==> config.mk <==
export PLATFORM = sky130hd
export DESIGN_NAME = usb_audio_playback_ring_feedback
export DESIGN_NICKNAME = d
export VERILOG_FILES = /design/src/uapf_pkg.sv /design/src/usb_audio_playback_ring_feedback.sv /design/src/uapf_head_mod.sv /design/src/uapf_feedback.sv /design/src/uapf_core.sv
export SDC_FILE = /design/constraint.sdc
export NUM_CORES = 1
export LEC_CHECK = 0
export BUFFER_PORTS_ARGS = -buffer_cell sky130_fd_sc_hd__buf_2
export CAP_MARGIN = 20
export CORE_ASPECT_RATIO = 1.4
export CORE_MARGIN = 2
export CORE_UTILIZATION = 54
export DETAILED_ROUTE_END_ITERATION = 16
export GPL_TIMING_DRIVEN = 0
export PLACE_DENSITY = 0.85
export SLEW_MARGIN = 40
export SYNTH_ARGS = -nofsm -noshare
export SYNTH_HDL_FRONTEND = slang
export SYNTH_SLANG_ARGS = --single-unit
==> constraint.sdc <==
create_clock -name i_clk -period 7.4 [get_ports i_clk]
set_input_delay 1.48 -clock i_clk [delete_from_list [all_inputs] [get_ports i_clk]]
set_output_delay 1.48 -clock i_clk [all_outputs]
set_load 0.01 [all_outputs]
==> src/uapf_pkg.sv <==
// shared types and constants for the playback ring and feedback block
`timescale 1ns / 1ps

package uapf_pkg;

    localparam int CMD_W        = 2;
    localparam int HEAD_W       = 10;
    localparam int BYTES_W      = 9;
    localparam int FRAME_W      = 48;
    localparam int IDX_W        = 9;
    localparam int SAMPLE_W     = 24;
    localparam int FB_W         = 32;

    localparam int BYTES_PER_FRAME = 6;

    localparam logic [FB_W-1:0] FB_RESET = 32'h0030_0000;

    typedef enum logic [CMD_W-1:0] {
        CMD_ACTIVATE   = 2'd0,
        CMD_DEACTIVATE = 2'd1,
        CMD_HEADER     = 2'd2,
        CMD_FRAME      = 2'd3
    } t_cmd;

    typedef struct packed {
        logic                write_valid;
        logic [IDX_W-1:0]    write_index;
        logic [SAMPLE_W-1:0] left_sample;
        logic [SAMPLE_W-1:0] right_sample;
        logic                packet_accepted;
        logic [FB_W-1:0]     feedback_value;
    } t_result;

endpackage

==> src/usb_audio_playback_ring_feedback.sv <==
// top level: usb audio playback ring writer with 16.16 rate feedback
//
//  port group  dir  contents
//  s_axis      in   tuser: command; tdata: head, packet bytes, frame bytes
//  m_axis      out  tuser: write flag, accept flag; tdata: index, samples, feedback
//
// one beat per cycle sustained while m_axis takes every result; an input register
// (holding the reduced head and frame count) and a result register lie around the
// single state update pass between input beat and result beat.
// reset is synchronous on i_rst_n: both stages empty, stream inactive,
// feedback back to 48.0.
// with m_axis stalled the result holds and one more input beat is taken
// into the input register before s_axis_tready drops.
`timescale 1ns / 1ps

module usb_audio_playback_ring_feedback
    import uapf_pkg::*;
#(
    parameter int RING_FRAMES      = 512,
    parameter int MAX_PACKET_BYTES = 294
) (
    input  logic        i_clk,
    input  logic        i_rst_n,

    input  logic        s_axis_tvalid,
    output logic        s_axis_tready,
    input  logic [71:0] s_axis_tdata,   // dma_head_words, packet_bytes, frame_bytes, pad
    input  logic [1:0]  s_axis_tuser,   // command

    output logic        m_axis_tvalid,
    input  logic        m_axis_tready,
    output logic [95:0] m_axis_tdata,   // write_index, left, right, feedback_value, pad
    output logic [1:0]  m_axis_tuser    // write_valid, packet_accepted
);

    localparam int PW        = $clog2(RING_FRAMES);
    localparam int HRW       = PW + 1;
    localparam int FW        = $clog2(MAX_PACKET_BYTES / BYTES_PER_FRAME + 1);
    localparam int SW        = 10;
    localparam int DIV_SHIFT = 12;
    // floor(b/6) == (b*683) >> 12 for every b below 2048
    localparam logic [SW-1:0] DIV6_MUL = 10'd683;

    logic                  r_in_valid;
    t_cmd                  r_in_cmd;
    logic [HRW-1:0]        r_in_head;
    logic [FW-1:0]         r_in_frames;
    logic [FRAME_W-1:0]    r_in_frame;

    logic                  r_out_valid;
    t_result               r_out;

    logic                  adv;
    logic                  in_beat;
    logic [HRW-1:0]        head_red;
    logic [SW-1:0]         bytes_sat;
    logic [2*SW-1:0]       div_prod;
    logic [FW-1:0]         frames;
    t_result               res;

    assign adv           = r_in_valid && (!r_out_valid || m_axis_tready);
    assign s_axis_tready = !r_in_valid || adv;
    assign in_beat       = s_axis_tvalid && s_axis_tready;

    uapf_head_mod #(
        .DIVISOR (2 * RING_FRAMES)
    ) u_head_mod (
        .i_val (s_axis_tdata[HEAD_W-1:0]),
        .o_rem (head_red)
    );

    always_comb begin
        bytes_sat = SW'(s_axis_tdata[HEAD_W +: BYTES_W]);
        if (bytes_sat > SW'(MAX_PACKET_BYTES)) begin
            bytes_sat = SW'(MAX_PACKET_BYTES);
        end
        div_prod = (2*SW)'(bytes_sat) * (2*SW)'(DIV6_MUL);
        frames   = FW'(div_prod[2*SW-1:DIV_SHIFT]);
    end

    always_ff @(posedge i_clk) begin
        if (!i_rst_n) begin
            r_in_valid <= 1'b0;
        end else if (in_beat) begin
            r_in_valid <= 1'b1;
        end else if (adv) begin
            r_in_valid <= 1'b0;
        end
    end

    always_ff @(posedge i_clk) begin
        if (!i_rst_n) begin
            r_in_cmd    <= CMD_DEACTIVATE;
            r_in_head   <= '0;
            r_in_frames <= '0;
            r_in_frame  <= '0;
        end else if (in_beat) begin
            r_in_cmd    <= t_cmd'(s_axis_tuser);
            r_in_head   <= head_red;
            r_in_frames <= frames;
            r_in_frame  <= s_axis_tdata[HEAD_W+BYTES_W +: FRAME_W];
        end
    end

    uapf_core #(
        .RING_FRAMES      (RING_FRAMES),
        .MAX_PACKET_BYTES (MAX_PACKET_BYTES)
    ) u_core (
        .i_clk    (i_clk),
        .i_rst_n  (i_rst_n),
        .i_adv    (adv),
        .i_cmd    (r_in_cmd),
        .i_head   (r_in_head),
        .i_frames (r_in_frames),
        .i_frame  (r_in_frame),
        .o_res    (res)
    );

    always_ff @(posedge i_clk) begin
        if (!i_rst_n) begin
            r_out_valid <= 1'b0;
        end else if (adv) begin
            r_out_valid <= 1'b1;
        end else if (m_axis_tready) begin
            r_out_valid <= 1'b0;
        end
    end

    always_ff @(posedge i_clk) begin
        if (adv) begin
            r_out <= res;
        end
    end

    assign m_axis_tvalid = r_out_valid;
    assign m_axis_tuser  = {r_out.packet_accepted, r_out.write_valid};
    assign m_axis_tdata  = {7'd0, r_out.feedback_value, r_out.right_sample,
                            r_out.left_sample, r_out.write_index};

endmodule

==> src/uapf_head_mod.sv <==
// reduces the dma head word position modulo the ring length in words
`timescale 1ns / 1ps

module uapf_head_mod
    import uapf_pkg::*;
#(
    parameter int DIVISOR = 1024
) (
    input  logic [HEAD_W-1:0]           i_val,
    output logic [$clog2(DIVISOR)-1:0]  o_rem
);

    localparam int DW    = $clog2(DIVISOR);
    localparam int NSTEP = (DW > HEAD_W) ? 0 : HEAD_W - DW + 1;
    localparam int CW    = HEAD_W + DW + 1;

    logic [CW-1:0] v;

    // restoring reduction, one shifted divisor per step
    always_comb begin
        v = CW'(i_val);
        for (int k = NSTEP - 1; k >= 0; k--) begin
            if (v >= (CW'(DIVISOR) << k)) begin
                v = v - (CW'(DIVISOR) << k);
            end
        end
        o_rem = DW'(v);
    end

endmodule

==> src/uapf_feedback.sv <==
// head delta and 16.16 feedback filter update
`timescale 1ns / 1ps

module uapf_feedback
    import uapf_pkg::*;
#(
    parameter int RING_FRAMES = 512
) (
    input  logic [$clog2(RING_FRAMES):0] i_head,
    input  logic [$clog2(RING_FRAMES):0] i_prev,
    input  logic [FB_W-1:0]              i_fb,
    output logic [FB_W-1:0]              o_fb
);

    localparam int HRW = $clog2(RING_FRAMES) + 1;

    logic [HRW:0]    delta;
    logic [FB_W-1:0] measured;
    logic [FB_W-1:0] sum;

    always_comb begin
        // wrap over two ring lengths of words when the head passed zero
        delta = {1'b0, i_head} - {1'b0, i_prev};
        if (i_head < i_prev) begin
            delta = delta + (HRW+1)'(2 * RING_FRAMES);
        end
        measured = FB_W'(delta[HRW:1]) << 16;
        sum      = i_fb + {i_fb[FB_W-2:0], 1'b0} + measured;
        o_fb     = {2'b00, sum[FB_W-1:2]};
    end

endmodule

==> src/uapf_core.sv <==
// stream state registers and per-item ring and feedback logic
`timescale 1ns / 1ps

module uapf_core
    import uapf_pkg::*;
#(
    parameter int RING_FRAMES     = 512,
    parameter int MAX_PACKET_BYTES = 294
) (
    input  logic                                          i_clk,
    input  logic                                          i_rst_n,
    input  logic                                          i_adv,
    input  t_cmd                                          i_cmd,
    input  logic [$clog2(RING_FRAMES):0]                  i_head,
    input  logic [$clog2(MAX_PACKET_BYTES/BYTES_PER_FRAME+1)-1:0] i_frames,
    input  logic [FRAME_W-1:0]                            i_frame,
    output t_result                                       o_res
);

    localparam int PW     = $clog2(RING_FRAMES);
    localparam int HRW    = PW + 1;
    localparam int FW     = $clog2(MAX_PACKET_BYTES / BYTES_PER_FRAME + 1);
    localparam int EW     = PW + 2;
    localparam int KW     = PW + FW + 2;
    localparam int R_HALF = RING_FRAMES / 2;

    logic            r_active, n_active;
    logic [PW-1:0]   r_wp,     n_wp;
    logic [HRW-1:0]  r_prev,   n_prev;
    logic [FW-1:0]   r_frames, n_frames;
    logic [FB_W-1:0] r_fb,     n_fb;

    logic [PW-1:0]   head_half;
    logic [EW-1:0]   act_sum;
    logic [EW-1:0]   space_raw;
    logic [EW-1:0]   space;
    logic [EW-1:0]   wp_inc;
    logic            fits;
    logic [FB_W-1:0] fb_upd;

    uapf_feedback #(
        .RING_FRAMES (RING_FRAMES)
    ) u_feedback (
        .i_head (i_head),
        .i_prev (r_prev),
        .i_fb   (r_fb),
        .o_fb   (fb_upd)
    );

    always_comb begin
        head_half = i_head[HRW-1:1];

        act_sum = EW'(head_half) + EW'(R_HALF);
        if (act_sum >= EW'(RING_FRAMES)) begin
            act_sum = act_sum - EW'(RING_FRAMES);
        end

        // free slots between write position and read head, one kept empty
        space_raw = EW'(head_half) + EW'(RING_FRAMES) - EW'(r_wp) - EW'(1);
        space     = space_raw;
        if (space_raw >= EW'(RING_FRAMES)) begin
            space = space_raw - EW'(RING_FRAMES);
        end
        fits = KW'(space) >= KW'(i_frames);

        wp_inc = EW'(r_wp) + EW'(1);
        if (wp_inc == EW'(RING_FRAMES)) begin
            wp_inc = '0;
        end
    end

    always_comb begin
        n_active = r_active;
        n_wp     = r_wp;
        n_prev   = r_prev;
        n_frames = r_frames;
        n_fb     = r_fb;

        o_res                 = '0;

        unique case (i_cmd)
            CMD_ACTIVATE: begin
                n_wp     = PW'(act_sum);
                n_prev   = i_head;
                n_active = 1'b1;
                n_frames = '0;
            end
            CMD_DEACTIVATE: begin
                n_active = 1'b0;
                n_frames = '0;
            end
            CMD_HEADER: begin
                if (r_active) begin
                    o_res.packet_accepted = fits;
                    n_frames = fits ? i_frames : '0;
                    n_prev   = i_head;
                    n_fb     = fb_upd;
                end
            end
            CMD_FRAME: begin
                if (r_active && (r_frames != '0)) begin
                    o_res.write_valid  = 1'b1;
                    o_res.write_index  = IDX_W'(r_wp);
                    o_res.left_sample  = i_frame[SAMPLE_W-1:0];
                    o_res.right_sample = i_frame[2*SAMPLE_W-1:SAMPLE_W];
                    n_wp     = PW'(wp_inc);
                    n_frames = r_frames - FW'(1);
                end
            end
        endcase

        o_res.feedback_value = n_fb;
    end

    always_ff @(posedge i_clk) begin
        if (!i_rst_n) begin
            r_active <= 1'b0;
            r_wp     <= '0;
            r_prev   <= '0;
            r_frames <= '0;
            r_fb     <= FB_RESET;
        end else if (i_adv) begin
            r_active <= n_active;
            r_wp     <= n_wp;
            r_prev   <= n_prev;
            r_frames <= n_frames;
            r_fb     <= n_fb;
        end
    end

    a_frames_need_active: assert property (@(posedge i_clk) disable iff (!i_rst_n)
        (r_frames != '0) |-> r_active)
        else $error("frames pending on an inactive stream");

    a_wp_in_ring: assert property (@(posedge i_clk) disable iff (!i_rst_n)
        ({1'b0, r_wp} < (PW+1)'(RING_FRAMES)))
        else $error("write position outside the ring");

    a_prev_in_range: assert property (@(posedge i_clk) disable iff (!i_rst_n)
        ({1'b0, r_prev} < (HRW+1)'(2 * RING_FRAMES)))
        else $error("recorded head outside the ring");

    a_fb_top_clear: assert property (@(posedge i_clk) disable iff (!i_rst_n)
        (r_fb[FB_W-1:FB_W-2] == 2'b00))
        else $error("feedback filter top bits set after divide by four");

    a_write_xor_accept: assert property (@(posedge i_clk) disable iff (!i_rst_n)
        i_adv |-> !(o_res.write_valid && o_res.packet_accepted))
        else $error("one beat both writes a frame and accepts a packet");

endmodule

Word level (Yosys, flattened, before mapping) --
Cells that the tools add are included.
Operators by class: $add $sub $neg 12, multiply operators 1, magnitude comparators 5, equal/unequal tests 6, muxes and demuxes 21, reduce and logical (&&, ||, !) cells 21
Operators by type and width (number):
- $mux 32 | 2
- $mux 58 | 1
- $mux 9 | 4
- $add 32x26->32 | 1
- $add 32x32->32 | 1
- $mux 11 | 2
- $pmux 10 s2 | 1
- $mul 10x10->18 const B | 1
- $mux 6 | 3
- $pmux 6 s3 | 1
- $pmux 9 s2 | 1
- $add 11x11->11 const B | 1
- $add 9x10->11 const B | 1
- $ge 11x10->1 const B | 1
- $ge 11x6->1 | 1
- $sub 10x10->11 | 1
- $sub 11x1->11 const B | 1
- $sub 11x10->11 const B | 1
- $sub 11x9->11 | 1
- $add 9x1->10 const B | 1
- $add 9x9->10 const B | 1
- $eq 10x10->1 const B | 1
- $ge 10x10->1 const B | 1
- $lt 10x10->1 | 1
- 18 further kinds | 35
Storage, ports and cells: register bits 217, output and inout bits 100, logic and storage cells 83

Depth between registers and ports, before layout --
Gate-level depths: netlist of run 1.
depth after elaboration 9, gate-level depth with buffers 21, depth with buffers taken out 20

Hierarchy --
A second synthesis of run 1 with hierarchy kept.
Unflattened totals: cell total of the unflattened synthesis 1359, area, all modules 12944.9 um^2
By module, submodules not included:
- usb_audio_playback_ring_feedback | instances 1, cells each 567, area an instance 6660.1 um^2, seq. area each 4093.9 um^2
- uapf_core | instances 1, cells each 475, area an instance 3788.6 um^2, seq. area each 1161.1 um^2
- uapf_feedback | instances 1, cells each 307, area an instance 2421.1 um^2, seq. area each 0.0 um^2
- uapf_head_mod | instances 1, cells each 10, area an instance 75.1 um^2, seq. area each 0.0 um^2

Least setup slack after synthesis of run 1 --
No wires, ideal clock.
kind input-to-reg, from input s_axis_tdata[10], to register r_in_frames[5], arrival time 6.223 ns, required time 7.260 ns, setup slack 1.036 ns, stages 19, buffers on the path 0, cell sequence a311o_1 -> a211o_1 -> nand2_1 -> nand2b_1 -> ha_1 -> fa_1 -> fa_1 -> inv_1 -> fa_1 -> inv_1 -> ha_1 -> or4_1 -> a21oi_1 -> o21ai_0 -> a21o_1 -> a221o_1 -> a41oi_1 -> mux2i_1 -> o311ai_0
Between the ends: word-level cells in the longest chain between the ends 3
Ends and longest elaborated chain:
- start, declared | line usb_audio_playback_ring_feedback.sv:27 | input logic [71:0] s_axis_tdata,
- $gt 9x9->1 | line usb_audio_playback_ring_feedback.sv:74 | if (bytes_sat > SW'(MAX_PACKET_BYTES)) begin
- $mux 9 (*) | line usb_audio_playback_ring_feedback.sv:74
- $mul 10x10->18 (*) | line usb_audio_playback_ring_feedback.sv:77 | div_prod = (2*SW)'(bytes_sat) * (2*SW)'(DIV6_MUL);
- end signal, assigned | line usb_audio_playback_ring_feedback.sv:100 | r_in_frames <= frames;
- end, declared | line usb_audio_playback_ring_feedback.sv:47 | logic [FW-1:0] r_in_frames;
Mark *: on every way between the ends. The rest lies on a longest branch, timed or not. A chain may end at the register's enable or synchronous reset.

Worst setup path in the final report of run 1 --
Same ends and word-level chain as after synthesis.

==> out/results.ini, run 1 <==
[sta]
min_period_ns = 6.42
fin_skew_ns = 0.0234
max_freq_mhz = 156
finalCritPeriodShare = 0.868
fin_tns_setup_ns = 0
max_slew_margin = 0.487
hold_viol_final = 0
drv_slew = 0
setup_viol = 0
hold_slack_ns = 0.450
rsz0062_at_grt = false
tightestPinTransition_ns = 0.770

[clock_network]
cts_hold_buf = 0
cts-root-buf = clkbuf_16
cts_sinks = 217
cts.clk_slew.worst_paths_ns = 0.07
clk_path_buf_depth = 3
ctsResizeCount = 0
post_cts_buffers = 0
cts_buffers = 21
clk_latency_ns = 0.51
cts_tree = built
cts.htree.levels = 1

[floorplanning]
start_util = 0.548
dieArea_mm2 = 0.0247
die_h_um = 185
die_width_um = 133
io_pins = 178
row_count = 66
core_mm2 = 0.0231

[route]
vias_per_cell = 5.58
vias = 10600
dr.pass1.iters = 6
drt-initial-drc-count = 683
drc = 0
antenna_left = 0
wirelength_mm = 31.6
routedWlPerCell_um = 16.6

[power]
p_per_area_mw_per_mm2 = 205
p_leak_nw = 6.37
peakVddDrop_uv = 151

[placement]
hpwl_mm = 24.1
port_buffers = 163
place.gp.congestion = 0.927

[setup_path]
r2r_slack_ns = 2.33
crit_chain = buf_2 > a311o_1 > a211o_1 > nand2_1 > nand2b_1 > ha_1 > fa_1 > fa_1 > inv_1 > fa_1 > inv_1 > ha_1 > or4_1 > a21oi_1 > o21ai_0 > a21o_1 > a221o_1 > a41oi_1 > mux2i_1 > o311ai_0
critical_path_class = primary input to flip-flop
cp.required_ns = 7.77
regToRegEndpoint = m_axis_tdata[82]
crit_top_cell = fa_1
cp-end-kind = flip-flop
startpoint = s_axis_tdata[10]
cp_max_fo = 5
cp_num_buf_inv = 3
r2r_cells = 20
critPathArrivalTime_ns = 6.80
cpMaxStageDelayCell = fa_1
max_stage_delay_ns = 0.56
reg2reg_from = r_in_head[0]
start_kind = primary input
critical-path-top-delay-family = adder cells

[job]
maxCapViolCount = 0

[run_status]
status = completed

[yosys]
synth_top_cell_by_area = edfxtp_1
yosys-top-cells-area = edfxtp_1, dfxtp_1, ha_1, nand2_1, fa_1
yosys_warnings = 0
synth_cell_type_count = 68
synth_most_common_cell = nand2_1
netlist_instances = 1378
synth_enable_flop_cells = 91
avgSynthCellArea_um2 = 9.20
synth_seq_cells = 217
netlist.area_leader.share = 0.216
yosys-top-cells-count = nand2_1, a21oi_1, dfxtp_1
syn_area_mm2 = 0.0127
yosysSeqAreaShare = 0.415
ys.flop_type = dfxtp_1
async_flop_share = 0

[grt]
grt_util_all_layers = 0.251
grt_pass1_wl_mm = 49.8
use_met2 = 0.483
grt_pass1_vias = 10300
grt_use_met1 = 0.264
grt_overflow_total = 0
grt_max_degree = 60
antenna_found_initial = 3
grt.busiest_layer = met2
use_met3 = 0.0293

[worst_hold_path]
hold_class = flip-flop to flip-flop
min_to = r_in_frame[3]
worst_hold_path.num_cells = 2
worstHoldStart = r_in_frame[3]

[final_layout]
areaGrowthSynthToFinish_pct = 15.2
final_net_count = 1797
drive_gt1_frac = 0.140

## routing by layer
metal	vias to the layer above	wire length, um	share of wire
met1	4962	11600	0.37
met4	2	1900	0.060
met2	354	16700	0.53
met5	-	11	0.00035
li1	5151	-	-
met3	120	1280	0.040
## layout make-up
type                            instances  area (um^2)
Fill cell                            1920         8520
Clock inverter                         12         93.8
Timing Repair Buffer                  164          843
Antenna cell                            2         5.00
Multi-Input combinational cell        999         6790
Buffer                                 72          299
Sequential cell                       217         5260
Clock buffer                           26          564
Tap cell                              306          383
Inverter                               98          373
## metrics by stage
stage	utilization	area (um^2)	instances	setup WS, ns	power [mW]
2_1_floorplan	-	12700	1386	1.04	1.80
3_3_place_gp	0.601	13900	1855	0.523	1.95
3_5_place_dp	0.603	13900	1856	0.461	1.98
4_1_cts	0.631	14600	1894	0.983	3.01
5_1_grt	0.631	14600	1896	0.687	3.15
6_report	0.631	14600	1896	0.977	3.00
## worst max path at each step
stage	to	slack, ns	depth (start not counted)
after floorplan	r_in_frames[5]	1.04	19
after global placement	r_in_frames[5]	0.52	20
after detailed placement	r_in_frames[5]	0.46	20
after CTS	r_in_frames[5]	0.98	20
after global routing	r_in_frames[5]	0.69	20
final	r_in_frames[5]	0.98	20
## where the power goes
part / leakage (nW) / switching [mW] / internal (mW)
combinational: 4.17 / 0.371 / 0.264
sequential: 1.87 / 0.0295 / 1.30
clock: 0.336 / 0.458 / 0.581
## state kept, by name (all words and copies together) (netlist names), 2 cells and up
register / flops
m_axis_tdata: 89
m_axis_tuser: 2
r_in_cmd: 2
r_in_frame: 48
r_in_frames: 6
r_in_head: 10
u_core.r_fb: 32
u_core.r_frames: 6
u_core.r_prev: 10
u_core.r_wp: 9
## cell families (layout without fill, tap and decap cells)
group           after synthesis  in the layout  share of synthesized area
compound gates              308            308                      0.150
xor+xnor                     46             46                     0.0318
fa+ha+maj                   146            146                      0.164
buf+inv                     170            372                     0.0526
flops                       217            217                      0.415
mux                          15             15                     0.0121
other cells                   2             12                   0.000593
simple gates                474            474                      0.175
## cell usage in the layout, fill, tap and decap left out, drive strengths merged, types with 4 or more instances in the layout
cell type	instances
o21a	7
nor2	86
o21ai	67
inv	101
nor3	23
nor2b	10
xnor2	22
buf	182
edfxtp	91
a22o	4
and2	59
nand4	7
a21oi	127
clkinv	8
nand2	207
clkbuf	80
mux2i	12
fa	33
xor2	24
a211oi	10
a21o	24
conb	10
nor3b	5
o311ai	4
or2	4
a22oi	9
nand2b	11
nand3	21
o31ai	8
ha	113
and3	18
o211ai	10
or3	9
dfxtp	126
a31oi	7
## worst min-delay path, stage by stage, from the launching register on
cell	delay, ns
dfxtp_1	0.30
nand2_1	0.05
a21oi_1	0.05
Power figures use the tool's default switching activity.
==> run 2, diff against run 1 <==
- RECOVER_POWER: default -> 100
==> out/results.ini, run 2 (same netlist as run 1, synthesis figures left out) <==
[run_status]
status = finished, violations left
violations = max-capacitance violations, max-slew violations

[grt]
grt_use_met1 = 0.264
antenna_found_initial = 3
grt_pass1_vias = 10300
use_met3 = 0.0293
grt_pass1_wl_mm = 49.8
grt_util_all_layers = 0.251
grt.busiest_layer = met2
grt_overflow_total = 0
grt_max_degree = 60
use_met2 = 0.483

[sta]
max_slew_margin = -0.147
tightestPinTransition_ns = 1.71
drv_slew = 34
hold_viol_final = 0
fin_tns_setup_ns = 0
finalCritPeriodShare = 0.869
rsz0062_at_grt = false
setup_viol = 0
layout_setup_ws_ns = 0.970
max_freq_mhz = 156
fin_skew_ns = 0.0246
min_period_ns = 6.43

[clock_network]
cts_tree = built
clk_latency_ns = 0.52
ctsResizeCount = 0
cts-root-buf = clkbuf_16
clk_path_buf_depth = 3
post_cts_buffers = 0
cts.htree.levels = 1
cts_hold_buf = 0
cts_sinks = 217
cts.clk_slew.worst_paths_ns = 0.07
cts_buffers = 21

[setup_path]
critical_path_class = primary input to flip-flop
critPathArrivalTime_ns = 6.80
cp_max_fo = 5
cp-end-kind = flip-flop
crit_top_cell = fa_1
cp.required_ns = 7.77
start_kind = primary input
cpMaxStageDelayCell = fa_1
max_stage_delay_ns = 0.56
crit_chain = clkbuf_1 > a311o_1 > a211o_1 > nand2_1 > nand2b_1 > ha_1 > fa_1 > fa_1 > inv_1 > fa_1 > inv_1 > ha_1 > or4_1 > a21oi_1 > o21ai_0 > a21o_1 > a221o_1 > a41oi_1 > mux2i_1 > o311ai_0

[final_layout]
drive_gt1_frac = 0.0768
final_util = 0.625
n_fill_cell = 1975
final_common_cell = nand2_1
areaGrowthSynthToFinish_pct = 14.0
final_net_count = 1797
multi_input_area_mm2 = 0.00675
register_area_mm2 = 0.00526
largest_reg_flops = 89
layout_common_cells = nand2_1, clkbuf_1, a21oi_1

[route]
drt-initial-drc-count = 714
routedWlPerCell_um = 16.7
antenna_left = 0
vias_per_cell = 5.55
dr.pass1.iters = 6
vias = 10500
wirelength_mm = 31.6
drc = 0

[placement]
place.gp.congestion = 0.927
port_buffers = 163
place_ws_ns = 0.461
hpwl_mm = 24.1

[floorplanning]
start_util = 0.548
io_pins = 178
die_h_um = 185
row_count = 66
core_mm2 = 0.0231
dieArea_mm2 = 0.0247
die_width_um = 133

[power]
p_leak_nw = 6.07
p_per_area_mw_per_mm2 = 207
peakVddDrop_uv = 151

[job]
maxCapViolCount = 1

[worst_hold_path]
hold_class = flip-flop to flip-flop

[run 2: cell types whose count changed in the layout (fill, tap and decap cells not counted), sizes merged]
cell | before | now
inv | 101 | 100
buf | 182 | 79
clkbuf | 80 | 183
clkinvlp | 0 | 1
[run 2: worst max-delay path, delay by kind of cell]
kind	cells	cell delay, ns
multiplexers	1	0.24
buffers and inverters	3	0.21
adder cells (fa/ha/maj)	5	2.21
AO/OA/AOI/OAI	8	1.89
AND/OR/NAND/NOR	3	0.76
[run 2: cell type report]
class / instances / share of cell area
buffer: 72 / 0.0206
antenna: 2 / 0.000346
tap: 306 / 0.0265
sequential: 217 / 0.364
timing repair buffer: 164 / 0.0502
multi-input combinational: 999 / 0.467
inverter: 98 / 0.0255
clock inverter: 12 / 0.00650
clock buffer: 26 / 0.0391
[run 2: metrics by stage]
stage	hold WS, ns	cells	area (um^2)	power (mW)
2_1_floorplan	0.432	1386	12700	1.80
3_3_place_gp	0.437	1855	13900	1.95
3_5_place_dp	0.442	1856	13900	1.98
4_1_cts	0.452	1894	14600	3.01
5_1_grt	0.465	1896	14400	3.14
6_report	0.451	1896	14400	2.99
[run 2: report_power, final]
part / internal, mW / switching, mW
Clock: 0.581 / 0.458
Combinational: 0.258 / 0.369
Sequential: 1.30 / 0.0295
[run 2: routing by layer]
layer,wire length [um],up-vias
met3,1470,106
li1,-,5143
met5,11,-
met2,16900,342
met1,11500,4924
met4,1760,2
[run 2: final timing paths]
path / from / slack (ns) / depth (start not counted) / to
hold reg to reg: r_in_frame[6] / 0.45 / 2 / r_in_frame[6]
setup reg to reg: r_in_head[0] / 2.12 / 20 / m_axis_tdata[83]
setup / recovery: s_axis_tdata[10] / 0.97 / 20 / r_in_frames[5]
hold / removal: r_in_frame[6] / 0.45 / 2 / r_in_frame[6]
==> run 3, diff against run 2 <==
- ABC_AREA: default -> 1
- PLACE_DENSITY: 0.85 -> 0.84
==> out/results.ini, run 3 <==
[power]
seqPwrFrac = 0.395
p_int_mw = 2.30
p_switching_mw = 1.09
p_total_mw = 3.39
swShare = 0.322
p_per_area_mw_per_mm2 = 224
p_clk_frac = 0.340
peakVddDrop_uv = 194
pwr-share-comb = 0.265
p_leak_nw = 7.07

[clock_network]
clk_latency_ns = 0.52
cts_hold_buf = 0
cts.htree.levels = 1
post_cts_buffers = 0
cts-root-buf = clkbuf_16
ctsResizeCount = 0
cts.clk_slew.worst_paths_ns = 0.06
cts_sinks = 217
cts_buffers = 22
cts_tree = built
clk_path_buf_depth = 3

[sta]
tightestPinTransition_ns = 3.21
fin_tns_setup_ns = 0
rsz0062_at_grt = false
layout_setup_ws_ns = 2.00
min_period_ns = 5.40
finalCritPeriodShare = 0.729
max_freq_mhz = 185
hold_viol_final = 0
fin_skew_ns = 0.0145
setup_viol = 0
drv_slew = 101
max_slew_margin = -1.14

[setup_path]
r2r_slack_ns = 2.88
cp.required_ns = 7.81
critical_path_class = primary input to flip-flop
critPathArrivalTime_ns = 5.81
start_kind = primary input
cp-end-kind = flip-flop
r2r_cells = 21
cp_max_fo = 6

[final_layout]
drive_gt1_frac = 0.0759
final_common_cell = inv_1
areaGrowthSynthToFinish_pct = 13.2
fin_cells = 2199
final_net_count = 2092
fin_area_mm2 = 0.0151
largest_reg_flops = 89
layout_common_cells = inv_1, nand2_1, nor2_1
n_antenna_cell = 0

[route]
routedWlPerCell_um = 16.4
drc = 0
dr.pass1.iters = 5
drt-initial-drc-count = 672
vias = 11900
antenna_left = 0
wirelength_mm = 36.0
vias_per_cell = 5.41

[placement]
place_ws_ns = 1.46
place.gp.congestion = 0.951
port_buffers = 165
hpwl_mm = 27.7
placed_area_mm2 = 0.0147
placedCellCount = 2159

[yosys]
synth_seq_cells = 217
yosys-top-cells-count = inv_1, nand2_1, a21oi_1
avgSynthCellArea_um2 = 8.01
async_flop_share = 0
synth_enable_flop_cells = 91
yosysSeqAreaShare = 0.393
yosys_warnings = 0
netlist_instances = 1670
yosys-top-cells-area = edfxtp_1, dfxtp_1, ha_1, inv_1, nand2_1
synth_top_cell_by_area = edfxtp_1
ys.flop_type = dfxtp_1
syn_area_mm2 = 0.0134
synth_cell_type_count = 49
netlist.area_leader.share = 0.204
synth_most_common_cell = inv_1

[grt]
grt_max_degree = 60
grt_pass1_vias = 11800
antenna_found_initial = 0
grt_util_all_layers = 0.275
grt_pass1_wl_mm = 56.8
grt_overflow_total = 0

[floorplanning]
row_count = 68
io_pins = 178
dieArea_mm2 = 0.0261
die_width_um = 137
core_mm2 = 0.0245
start_util = 0.546
die_h_um = 190

[worst_hold_path]
worst_hold_path.num_cells = 2
hold_class = flip-flop to flip-flop

[run_status]
violations = max-capacitance violations, max-slew violations
status = finished, violations left

[job]
maxCapViolCount = 2

## run 3: stage by stage
stage                     utilization  hold WS (ns)
after floorplan                     -         0.430
after global placement          0.597         0.438
after detailed placement        0.598         0.443
after CTS                       0.629         0.453
after global routing            0.618         0.470
final                           0.618         0.450
## run 3: final cells by class
type / count / area [um^2]
buffer: 55 / 249
sequential: 217 / 5260
fill: 2190 / 9360
clock inverter: 12 / 129
clock buffer: 28 / 624
tap: 315 / 394
multi-input combinational: 1108 / 6660
timing repair buffer: 166 / 711
inverter: 298 / 1120
## run 3: final timing paths
check | startpoint | end
setup reg to reg | r_in_head[2] | m_axis_tdata[86]
hold reg to reg | r_in_frame[32] | r_in_frame[32]
setup / recovery | s_axis_tdata[11] | r_in_frames[1]
hold / removal | r_in_frame[32] | r_in_frame[32]
## run 3: critical path: stages
cell and delay, ns:
clkbuf_1 0.11, nand3_1 0.09, nand2_1 0.05, nand2_1 0.05, nand2_1 0.04, nand2_1 0.13, inv_1 0.12, nor2_1 0.20
inv_1 0.11, ha_1 0.38, fa_1 0.52, fa_1 0.55, inv_1 0.05, fa_1 0.52, inv_1 0.04, ha_1 0.32
a21oi_1 0.17, o21ai_0 0.11, a21oi_1 0.15, nand2_1 0.14, xor2_1 0.19, o21ai_0 0.19, inv_1 0.06
## run 3: logic make-up after synthesis
logic type	after synthesis	share of synthesized area
AO/OA/AOI/OAI	341	0.137
XOR/XNOR	34	0.0223
adder cells (fa/ha/maj)	146	0.155
buffers and inverters	353	0.105
flip-flops	217	0.393
other	2	0.000561
AND/OR/NAND/NOR	577	0.187
## run 3: per-layer routing
layer	up-vias	GRT usage	share of wire
met4	0	0.135	0.055
met3	126	0.0263	0.049
met2	400	0.513	0.52
met1	5520	0.306	0.37
met5	-	0	0
li1	5840	-	-
## run 3: power by group through the flow
stage	sequential [mW]	clock, mW	combinational (mW)
after floorplan	1.36	0	0.650
after global placement	1.36	0	0.865
after detailed placement	1.36	0	0.899
after CTS	1.33	1.16	0.908
after global routing	1.34	1.21	1.03
final	1.34	1.15	0.900
